$ cat config.mk
export PLATFORM = sky130hd
export DESIGN_NAME = period_to_frequency_text_core
export DESIGN_NICKNAME = d
export VERILOG_FILES = /design/src/pft_pkg.sv /design/src/pft_ctrl.sv /design/src/pft_datapath.sv /design/src/period_to_frequency_text_core.sv
export SDC_FILE = /design/constraint.sdc
export NUM_CORES = 1
export LEC_CHECK = 0
export BUFFER_PORTS_ARGS = -buffer_cell sky130_fd_sc_hd__buf_2
export CAP_MARGIN = 10
export CORE_MARGIN = 8
export CORE_UTILIZATION = 45
export DETAILED_ROUTE_END_ITERATION = 7
export REMOVE_ABC_BUFFERS = 1
export SLEW_MARGIN = 30
export SYNTH_ARGS = -nofsm -noshare
export SYNTH_HDL_FRONTEND = slang
export SYNTH_HIERARCHICAL = 1
export SYNTH_SLANG_ARGS = --single-unit
$ cat constraint.sdc
create_clock -name clk -period 2.9 [get_ports clk]
set_input_delay 0 -clock clk [delete_from_list [all_inputs] [get_ports clk]]
set_output_delay 0 -clock clk [all_outputs]
set_load 0.05 [all_outputs]
$ cat src/pft_pkg.sv
// Shared types, codes and constant functions of the period-to-frequency formatter.
// No dependencies; imported by controller, datapath, top level and checker.
package pft_pkg;

	// display bytes
	localparam logic [7:0] CMD_CLEAR  = 8'h01;
	localparam logic [7:0] ASCII_ZERO = 8'h30;
	localparam logic [7:0] ASCII_DOT  = 8'h2E;
	localparam int         SUFFIX_LEN = 3;

	// controller states
	typedef enum logic [2:0] {
		ST_IDLE,
		ST_DIV,
		ST_CLEAR,
		ST_LEAD,
		ST_INT,
		ST_DOT,
		ST_FRAC,
		ST_SUFFIX
	} state_t;

	// source of the output byte
	typedef enum logic [1:0] {
		SEL_CLEAR,
		SEL_DIGIT,
		SEL_DOT,
		SEL_SUFFIX
	} byte_sel_t;

	// controller to datapath
	typedef struct packed {
		logic      start_div;
		logic      div_step;
		logic      emit;
		byte_sel_t sel;
		logic      dig_next;
		logic      suf_next;
	} cmd_t;

	// datapath to controller
	typedef struct packed {
		logic same_period;
		logic div_last;
		logic dig_zero;
		logic dig_at_point;
		logic dig_at_end;
		logic suf_last;
		logic out_free;
	} status_t;

	// power of ten, elaboration only
	function automatic logic [63:0] pow10(input int n);
		logic [63:0] r;
		r = 64'd1;
		for (int i = 0; i < n; i++) begin
			r = r * 64'd10;
		end
		return r;
	endfunction

	// " Hz" suffix characters
	function automatic logic [7:0] suffix_char(input logic [1:0] idx);
		logic [7:0] c;
		unique case (idx)
			2'd0:    c = 8'h20;
			2'd1:    c = 8'h48;
			default: c = 8'h7A;
		endcase
		return c;
	endfunction

endpackage

$ cat src/pft_ctrl.sv
// Sequencing state machine of the period-to-frequency formatter.
// Depends on pft_pkg; drives pft_datapath through cmd_t, reads status_t.
module pft_ctrl import pft_pkg::*; #(
	parameter int FRACTION_DIGITS = 4
) (
	input  logic    clk,
	input  logic    arst_n,
	input  logic    in_valid,
	output logic    in_ready,
	input  status_t status,
	output cmd_t    cmd
);

	state_t state_q, state_d;

	// state register
	always_ff @(posedge clk or negedge arst_n) begin
		if (!arst_n) begin
			state_q <= ST_IDLE;
		end else begin
			state_q <= state_d;
		end
	end

	// next state and commands
	always_comb begin
		state_d  = state_q;
		cmd      = '0;
		cmd.sel  = SEL_CLEAR;
		in_ready = 1'b0;
		unique case (state_q)
			ST_IDLE: begin
				in_ready = 1'b1;
				if (in_valid && !status.same_period) begin
					cmd.start_div = 1'b1;
					state_d       = ST_DIV;
				end
			end
			ST_DIV: begin
				cmd.div_step = 1'b1;
				if (status.div_last) begin
					state_d = ST_CLEAR;
				end
			end
			ST_CLEAR: begin
				if (status.out_free) begin
					cmd.emit = 1'b1;
					cmd.sel  = SEL_CLEAR;
					state_d  = ST_LEAD;
				end
			end
			ST_LEAD: begin
				// drop leading zeros, keep the units digit
				if (status.dig_zero && !status.dig_at_point) begin
					cmd.dig_next = 1'b1;
				end else begin
					state_d = ST_INT;
				end
			end
			ST_INT: begin
				if (status.out_free) begin
					cmd.emit     = 1'b1;
					cmd.sel      = SEL_DIGIT;
					cmd.dig_next = 1'b1;
					if (status.dig_at_point) begin
						state_d = (FRACTION_DIGITS > 0) ? ST_DOT : ST_SUFFIX;
					end
				end
			end
			ST_DOT: begin
				if (status.out_free) begin
					cmd.emit = 1'b1;
					cmd.sel  = SEL_DOT;
					state_d  = ST_FRAC;
				end
			end
			ST_FRAC: begin
				if (status.out_free) begin
					cmd.emit     = 1'b1;
					cmd.sel      = SEL_DIGIT;
					cmd.dig_next = 1'b1;
					if (status.dig_at_end) begin
						state_d = ST_SUFFIX;
					end
				end
			end
			ST_SUFFIX: begin
				if (status.out_free) begin
					cmd.emit     = 1'b1;
					cmd.sel      = SEL_SUFFIX;
					cmd.suf_next = 1'b1;
					if (status.suf_last) begin
						state_d = ST_IDLE;
					end
				end
			end
			default: begin
				state_d = ST_IDLE;
			end
		endcase
	end

endmodule

$ cat src/pft_datapath.sv
// Datapath: period register, serial restoring divider with shift-add-3 BCD
// conversion, digit and suffix counters, output byte register. Uses pft_pkg.
module pft_datapath import pft_pkg::*; #(
	parameter int FRACTION_DIGITS = 4,
	parameter int SAMPLE_BITS     = 12
) (
	input  logic                   clk,
	input  logic                   arst_n,
	input  logic [SAMPLE_BITS-1:0] sample,
	input  cmd_t                   cmd,
	output status_t                status,
	input  logic                   out_ready,
	output logic                   out_valid,
	output logic [7:0]             out_code,
	output logic                   out_is_char,
	output logic                   out_last
);

	localparam logic [63:0] DIVIDEND = 64'd1000 * pow10(FRACTION_DIGITS);
	localparam int          DIV_W    = $clog2(DIVIDEND + 64'd1);
	localparam int          BIT_IW   = $clog2(DIV_W);
	localparam int          NDIG     = 4 + FRACTION_DIGITS;
	localparam int          DIG_IW   = $clog2(NDIG);
	localparam logic [DIV_W-1:0] DIVIDEND_C = DIVIDEND[DIV_W-1:0];

	logic [SAMPLE_BITS-1:0] period_q;
	logic [SAMPLE_BITS-1:0] rem_q;
	logic [4*NDIG-1:0]      bcd_q;
	logic [BIT_IW-1:0]      bit_q;
	logic [DIG_IW-1:0]      dig_q;
	logic [1:0]             suf_q;

	logic [SAMPLE_BITS-1:0] period_in;
	logic [SAMPLE_BITS:0]   trial;
	logic [SAMPLE_BITS:0]   diff;
	logic                   q_bit;
	logic [4*NDIG-1:0]      bcd_adj;
	logic [3:0]             digit;

	// raise a zero sample to one
	assign period_in = (sample == '0) ? SAMPLE_BITS'(1) : sample;

	// one restoring division step
	assign trial = {rem_q, DIVIDEND_C[bit_q]};
	assign diff  = trial - {1'b0, period_q};
	assign q_bit = (trial >= {1'b0, period_q});

	// add 3 to every BCD digit of five or more before the shift
	always_comb begin
		for (int d = 0; d < NDIG; d++) begin
			bcd_adj[4*d +: 4] = (bcd_q[4*d +: 4] >= 4'd5) ?
				(bcd_q[4*d +: 4] + 4'd3) : bcd_q[4*d +: 4];
		end
	end

	assign digit = bcd_q[{dig_q, 2'b00} +: 4];

	// stored period, reset to zero
	always_ff @(posedge clk or negedge arst_n) begin
		if (!arst_n) begin
			period_q <= '0;
		end else if (cmd.start_div) begin
			period_q <= period_in;
		end
	end

	// divider, BCD shifter and counters
	always_ff @(posedge clk) begin
		if (cmd.start_div) begin
			rem_q <= '0;
			bcd_q <= '0;
			bit_q <= BIT_IW'(DIV_W - 1);
			dig_q <= DIG_IW'(NDIG - 1);
			suf_q <= '0;
		end else begin
			if (cmd.div_step) begin
				rem_q <= q_bit ? diff[SAMPLE_BITS-1:0] : trial[SAMPLE_BITS-1:0];
				bcd_q <= {bcd_adj[4*NDIG-2:0], q_bit};
				bit_q <= bit_q - BIT_IW'(1);
			end
			if (cmd.dig_next) begin
				dig_q <= dig_q - DIG_IW'(1);
			end
			if (cmd.suf_next) begin
				suf_q <= suf_q + 2'd1;
			end
		end
	end

	// output byte register: load on emit, release on transaction
	always_ff @(posedge clk or negedge arst_n) begin
		if (!arst_n) begin
			out_valid <= 1'b0;
		end else if (cmd.emit) begin
			out_valid <= 1'b1;
		end else if (out_ready) begin
			out_valid <= 1'b0;
		end
	end

	always_ff @(posedge clk) begin
		if (cmd.emit) begin
			unique case (cmd.sel)
				SEL_CLEAR: begin
					out_is_char <= 1'b0;
					out_code    <= CMD_CLEAR;
					out_last    <= 1'b0;
				end
				SEL_DIGIT: begin
					out_is_char <= 1'b1;
					out_code    <= ASCII_ZERO | {4'd0, digit};
					out_last    <= 1'b0;
				end
				SEL_DOT: begin
					out_is_char <= 1'b1;
					out_code    <= ASCII_DOT;
					out_last    <= 1'b0;
				end
				SEL_SUFFIX: begin
					out_is_char <= 1'b1;
					out_code    <= suffix_char(suf_q);
					out_last    <= (suf_q == 2'(SUFFIX_LEN - 1));
				end
				default: begin
					out_is_char <= 1'b0;
					out_code    <= CMD_CLEAR;
					out_last    <= 1'b0;
				end
			endcase
		end
	end

	// status to controller
	assign status.same_period  = (period_in == period_q);
	assign status.div_last     = (bit_q == '0);
	assign status.dig_zero     = (digit == 4'd0);
	assign status.dig_at_point = (dig_q == DIG_IW'(FRACTION_DIGITS));
	assign status.dig_at_end   = (dig_q == '0);
	assign status.suf_last     = (suf_q == 2'(SUFFIX_LEN - 1));
	assign status.out_free     = !out_valid || out_ready;

endmodule

$ cat src/period_to_frequency_text_core.sv
// Top level of the period-to-frequency text formatter.
// Depends on pft_pkg, pft_ctrl and pft_datapath.
//
//  channel | dir | tdata                 | tuser        | tlast
//  s_*     | in  | [SAMPLE_BITS-1:0] adc | -            | -
//  m_*     | out | [7:0] code            | is_character | last
//
// An accepted sample whose raised period equals the stored one produces
// nothing. Otherwise the serial divider runs one quotient bit per cycle
// (clog2(1000*10^F + 1) quotient bits, 24 at four fraction digits), the clear
// byte follows, leading zeros are dropped down to the units digit, then one
// byte leaves per cycle while the sink is ready. Reset clears the stored period
// and the output valid flag. A low m_tready holds the current byte and keeps
// the next one from being emitted.
module period_to_frequency_text_core import pft_pkg::*; #(
	parameter int FRACTION_DIGITS = 4,
	parameter int SAMPLE_BITS     = 12
) (
	input  logic                                   clk,
	input  logic                                   arst_n,
	input  logic                                   s_tvalid,
	output logic                                   s_tready,
	input  logic [((SAMPLE_BITS + 7) / 8) * 8-1:0] s_tdata,  // [SAMPLE_BITS-1:0] adc_sample
	output logic                                   m_tvalid,
	input  logic                                   m_tready,
	output logic [7:0]                             m_tdata,  // [7:0] code
	output logic                                   m_tuser,  // [0] is_character
	output logic                                   m_tlast
);

	cmd_t    cmd;
	status_t status;

	// sequencer
	pft_ctrl #(
		.FRACTION_DIGITS(FRACTION_DIGITS)
	) u_ctrl (
		.clk      (clk),
		.arst_n   (arst_n),
		.in_valid (s_tvalid),
		.in_ready (s_tready),
		.status   (status),
		.cmd      (cmd)
	);

	// divider, digits and output register
	pft_datapath #(
		.FRACTION_DIGITS(FRACTION_DIGITS),
		.SAMPLE_BITS    (SAMPLE_BITS)
	) u_datapath (
		.clk         (clk),
		.arst_n      (arst_n),
		.sample      (s_tdata[SAMPLE_BITS-1:0]),
		.cmd         (cmd),
		.status      (status),
		.out_ready   (m_tready),
		.out_valid   (m_tvalid),
		.out_code    (m_tdata),
		.out_is_char (m_tuser),
		.out_last    (m_tlast)
	);

endmodule

# [Word level (Yosys, flattened, before mapping)]
# Memory sizes are Yosys's and may differ from the RTL's. A register that Yosys moved wholly into a read port is not among the register bits.
# Index checks and enable logic that the tools add are counted.
[word_totals] inputBits=20 output_inout_bits=12 ff_bits=80 memories=1 wordCells=122 mem_bits_ro=32
[op_classes] n_shift=1 eq_ne=25 n_addsub=12 order_cmp=10 mux=44 n_reduce_logical=18
[memory_table] name="(name not given)" words=32 width=1 read_ports=1 rd_clocked_by_memory_dff=1 wr=0 line="pft_datapath.sv:44" rtl="assign trial = {rem_q, DIVIDEND_C[bit_q]};"
[ops] operator="two-way mux 3 bit" count=15
[ops] operator=">= comparator 4 x 3 -> 1 bit (second input constant)" count=8
[ops] operator="two-way mux 4 bit" count=8
[ops] operator="case mux 8 bit (4 select lines)" count=1
[ops] operator="variable part select 32 x 6 -> 4 bit" count=1
[ops] operator="adder 4 x 2 -> 4 bit (second input constant)" count=7
[ops] operator="two-way mux 12 bit" count=2
[ops] operator="case mux 3 bit (8 select lines)" count=1
[ops] operator="!= test 2 bit (second input constant)" count=9
[ops] operator="equality test 3 bit (second input constant)" count=5
[ops] operator="case mux 7 bit (2 select lines)" count=1
[ops] operator=">= comparator 13 x 12 -> 1 bit" count=1
[ops] operator="equality test 12 bit" count=1
[ops] operator="zero test 12 bit" count=1
[ops] operator="case mux 3 bit (4 select lines)" count=1
[ops] operator="subtractor 12 bit" count=1
[ops] operator="AND reduction 11 bit" count=1
[ops] operator="two-way mux 1 bit" count=10
[ops] operator="two-way mux 5 bit" count=2
[ops] operator="equality test 2 bit (second input constant)" count=3
[ops] operator="equality test 3 x 2 -> 1 bit (second input constant)" count=2
[ops] operator="zero test 3 bit" count=2
[ops] operator="less-than comparator 5 x 6 -> 1 bit (second input constant)" count=1
[ops] operator="case mux 1 bit (2 select lines)" count=3
[ops] operator="16 further kinds" count=23

# [Longest topological paths before layout]
[depth] ltp_word=8 mapped_depth=14 ltp_nobuf=12

# [Modules after synthesis]
# Netlist, hierarchy kept.
[by_module_without_submodules] module="pft_datapath" seq_area_each_um2=1696.6 area_per_inst_um2=4717.0 cells_per_inst=544 instances=1
[by_module_without_submodules] module="pft_ctrl" seq_area_each_um2=75.1 area_per_inst_um2=309.0 cells_per_inst=44 instances=1

# [Least setup slack after synthesis]
# OpenSTA, ideal clock, no wires.
[synth_timing] path_kind="register -> register" startpoint="reg u_datapath.dig_q[1]" endpoint="reg u_datapath.dig_q[2]" period_less_slack_ns=2.535 setup_ns=0.138 required_ns=2.762 path_buffers=1 slack_ns=0.365 arrival_ns=2.398 stages_incl_launch_ff=10 cell_sequence="dfxtp_1 -> clkbuf_1 -> mux4_2 -> mux2_2 -> nor4_1 -> nor2b_1 -> nand3_1 -> o22ai_1 -> and3_1 -> o21ai_0"
[synth_rtl] element="from (decl)" line="pft_datapath.sv:30" rtl="logic [DIG_IW-1:0] dig_q;"
[synth_rtl] element="from (signal assigned)" line="pft_datapath.sv:73" rtl="dig_q <= DIG_IW'(NDIG - 1);"
[synth_rtl] element="from (signal assigned)" line="pft_datapath.sv:82" rtl="dig_q <= dig_q - DIG_IW'(1);"

# [Worst setup path in the final report]
[layout_timing] startpoint="reg u_datapath.period_q[7]" endpoint="reg u_datapath.rem_q[2]"
[layout_between] elab_chain_cells=5 word_cells_on_any_way=7 classes_between="1 x order compare; 1 x eq/ne; 3 x mux; 2 x reduce/logical"
[layout_rtl] element="from (decl)" line="pft_datapath.sv:26" rtl="logic [SAMPLE_BITS-1:0] period_q;"
[layout_rtl] element="from (signal assigned)" line="pft_datapath.sv:63" rtl="period_q <= period_in;"
[layout_rtl] element="parallel branches: the longest is 5 deep, another holds >= comparator 13 x 12 -> 1 bit"
[layout_rtl] element="to (signal assigned)" line="pft_datapath.sv:77" rtl="rem_q <= q_bit ? diff[SAMPLE_BITS-1:0] : trial[SAMPLE_BITS-1:0];"
[layout_rtl] element="to (decl)" line="pft_datapath.sv:27" rtl="logic [SAMPLE_BITS-1:0] rem_q;"
# Parallel ways; which one is timed is not known.
# A chain may end at the register's enable or synchronous reset.

==> impl_metrics.json <==
{
  "run_status": "complete, no violations",
  "cp.buffers_inverters": 1,
  "largest_net_degree_at_the_start_of_global_routing": 46,
  "via_count_of_the_first_global_routing_pass": 3877,
  "yosys.area.top_type": "sky130_fd_sc_hd__dfxtp_1",
  "synth.avg_cell_area_um2": 8.55,
  "async_flop_share_pct": 20.0,
  "finish.instance_area_um2": 5630,
  "synth.lib_cells_used.distinct": 59,
  "share_of_synthesized_area_occupied_by_flip_flops_and_latches_pct": 35.3,
  "routed_wirelength_mm": 10.7,
  "p_per_area_nw_per_um2": 1290,
  "hold_slack_ns": 0.0595,
  "grt_pass1_wl_mm": 18.5,
  "period_minus_slack_ns": 2.68,
  "clk_pin_slew_worst_paths_ns": 0.09,
  "tritoncts": "done",
  "drcViolationCount": 0,
  "drt-initial-drc-count": 259,
  "number_of_flops_mapped_to_enable_cells_by_yosys": 9,
  "clock_tree.root_cell": "sky130_fd_sc_hd__clkbuf_8",
  "drv.max_cap_violation_count": 0,
  "setup.worst_path.class": "flip-flop to flip-flop",
  "holdCritPathClass": "primary input to flip-flop",
  "antennaDiodeCount": 0,
  "ys.flop_type": "sky130_fd_sc_hd__dfxtp_1",
  "wire_length_per_cell_after_detailed_routing_um": 14.0,
  "ys_warn_count": 6,
  "timing.clock.skew_ns": 0.0127,
  "die_width_um": 122,
  "mappedNetlistArea_um2": 5030,
  "areaGrowthSynthToFinish_pct": 11.9,
  "antenna_found_initial": 0,
  "final-instance-count-excl-fill": 762,
  "fp.dieArea_um2": 14800,
  "power.leakage_uw": 0.00235,
  "inserted_clock_buffers": 9,
  "hpwl_mm": 7.72,
  "remaining_antenna_violation_count": 0,
  "setup_viol": 0,
  "viasPerCell": 5.30,
  "vias": 4037,
  "drt-pass1-iter-count": 4,
  "cts_htree_levels": 3,
  "drive_gt1_share_pct": 11.9,
  "synthDominantCellAreaShare_pct": 21.9,
  "critical_path.startpoint_type": "flip-flop",
  "floorplan.io_pins": 32,
  "gp_congestion": 0.820,
  "cp.required_ns": 3.18,
  "timing.critical_path.from": "u_datapath/period_q[7]",
  "detailed_place.area_um2": 5300,
  "final.period_utilization_pct": 92.3,
  "rsz_0062_raised_after_global_routing": "false",
  "floorplan_core_area_um2": 10900,
  "postSynthCellCount": 588,
  "post_cts_buffers": 0,
  "timing.critical_path.fanout_max": 16,
  "ir_drop_mv": 0.482,
  "numPlacedInstances": 733,
  "cpMaxStageDelayCell": "sky130_fd_sc_hd__a211o_1",
  "report.final.slew_viol_count": 0,
  "clock_latency_on_the_worst_skew_pair_ns": 0.36,
  "finalHoldViolCount": 0,
  "timing.rr.start": "u_datapath/period_q[7]",
  "max_stage_delay_ns": 0.66,
  "initial_utilization_pct": 46.2,
  "endpoint_kind": "flip-flop",
  "fp.dieH_um": 122,
  "synth-seq-cells": 80,
  "synth.area.top_cells": "sky130_fd_sc_hd__dfxtp_1 (22%), sky130_fd_sc_hd__ha_1 (8.7%), sky130_fd_sc_hd__dfrtp_1 (8.0%)",
  "grt_util_all_layers_pct": 15.3,
  "path_cells": "inv_1 -> ha_1 -> nand4_1 -> o31ai_1 -> a211o_1 -> mux2i_1 -> a211oi_1",
  "port-buffer-count": 26,
  "placement_rows": 38,
  "maxSlewHeadroom_pct": 48.9,
  "worst_path_dominant_cell_family": "compound AO/OA/AOI/OAI gates",
  "final_util_pct": 51.7,
  "tightest_slew_ns": 0.766,
  "clock_sinks": 80,
  "critical_path_at_ns": 2.96,
  "ctsLongestPathBuffers": 2,
  "hold_path_startpoint": "m_tready",
  "grt-ovfl-total": 0,
  "fin_nets": 673,
  "design_power_total_uw": 7240,
  "clock.fmax_mhz": 373
}
[layout make-up]
cell class,instances,area [um^2]
Clock buffer,12,166
Clock inverter,4,26.3
Fill cell,1016,5260
Inverter,41,154
Multi-Input combinational cell,437,2970
Sequential cell,80,1770
Tap cell,140,175
Timing Repair Buffer,48,365
[timing repair]
action                                  CTS  global route
hold buffers                             13             0
gates resized for setup                   0             1
endpoints found under the hold margin    28             0
endpoints found under the setup margin    0             1
[flip-flops by register name, indices dropped and copies added, names as in the netlist]
| name | flops |
|---|---|
| u_ctrl/state_q | 3 |
| u_datapath/bcd_q | 32 |
| u_datapath/bit_q | 5 |
| u_datapath/dig_q | 3 |
| u_datapath/out_code | 7 |
| u_datapath/out_is_char | 1 |
| u_datapath/out_last | 1 |
| u_datapath/out_valid | 1 |
| u_datapath/period_q | 12 |
| u_datapath/rem_q | 12 |
| u_datapath/suf_q | 2 |
| u_datapath/trial | 1 |
[cells in the final DEF, fill, tap and decap left out, types with 18 or more instances in the layout]
master,count
sky130_fd_sc_hd__nand3_1,19
sky130_fd_sc_hd__ha_1,35
sky130_fd_sc_hd__nand2_1,56
sky130_fd_sc_hd__nor2_1,62
sky130_fd_sc_hd__dfxtp_1,55
sky130_fd_sc_hd__inv_1,40
sky130_fd_sc_hd__o21ai_0,48
sky130_fd_sc_hd__xnor2_1,30
sky130_fd_sc_hd__mux2i_1,18
sky130_fd_sc_hd__a21oi_1,44
sky130_fd_sc_hd__buf_2,26
[Yosys cell counts, drive strengths merged (2+ instances only)]
master	count
a211oi	9
a21o	5
a21oi	44
a31oi	6
and2	4
and3	5
buf	16
clkbuf	14
dfrtp	16
dfxtp	55
edfxtp	9
ha	35
inv	40
mux2	3
mux2i	18
mux4	8
nand2	56
nand2b	12
nand3	20
nand4	4
nand4b	2
nor2	62
nor2b	5
nor3	10
nor4	5
nor4b	2
o211ai	2
o21a	5
o21ai	49
o221ai	2
o31ai	5
or2	2
xnor2	30
xor2	11
[worst paths after layout]
path | end | slack, ns | cells past startpoint
max | u_datapath/rem_q[2] | 0.22 | 7
min | u_datapath/out_valid | 0.06 | 3
max reg2reg | u_datapath/rem_q[2] | 0.22 | 7
min reg2reg | u_datapath/bcd_q[31] | 0.50 | 2
max in group asynchronous | u_datapath/period_q[1] | 2.52 | 2
min in group asynchronous | u_datapath/out_valid | 0.09 | 2
[cells by family after synthesis]
group	count (synthesis)	synth area share, %
simple gates	191	17.6
compound gates	139	17.0
flops	80	35.3
buf+inv	71	6.00
xor+xnor	41	7.14
fa+ha+maj	36	9.11
mux	29	7.84
other cells	1	0.0746
[layer usage]
| metal | track usage [%] | share of wire [%] | vias to the layer above |
|---|---|---|---|
| li1 | - | - | 2101 |
| met1 | 19.2 | 48 | 1872 |
| met2 | 25.1 | 47 | 49 |
| met3 | 2.92 | 3.0 | 15 |
| met4 | 6.78 | 2.0 | 0 |
| met5 | 0 | 0 | - |
[through the flow]
stage,setup WS [ns],setup TNS (ns)
floorplan,-5.57,-230.17
global placement,0.221,0
detailed placement,0.192,0
CTS,0.183,0
global route,0.0272,0
finish,0.222,0
[where the power goes]
part	internal, uW	leakage [uW]	switching (uW)
clock network	385	0.0000975	412
registers	1680	0.000735	529
logic	1850	0.00151	2380
total	3920	0.00235	3320
[worst register-to-register path, cell delays in order (launching register included)]
cell and delay [ns]:
sky130_fd_sc_hd__dfrtp_1 0.37, sky130_fd_sc_hd__inv_1 0.07, sky130_fd_sc_hd__ha_1 0.39, sky130_fd_sc_hd__nand4_1 0.21, sky130_fd_sc_hd__o31ai_1 0.42, sky130_fd_sc_hd__a211o_1 0.66, sky130_fd_sc_hd__mux2i_1 0.20, sky130_fd_sc_hd__a211oi_1 0.26
Power figures use the tool's default switching activity.
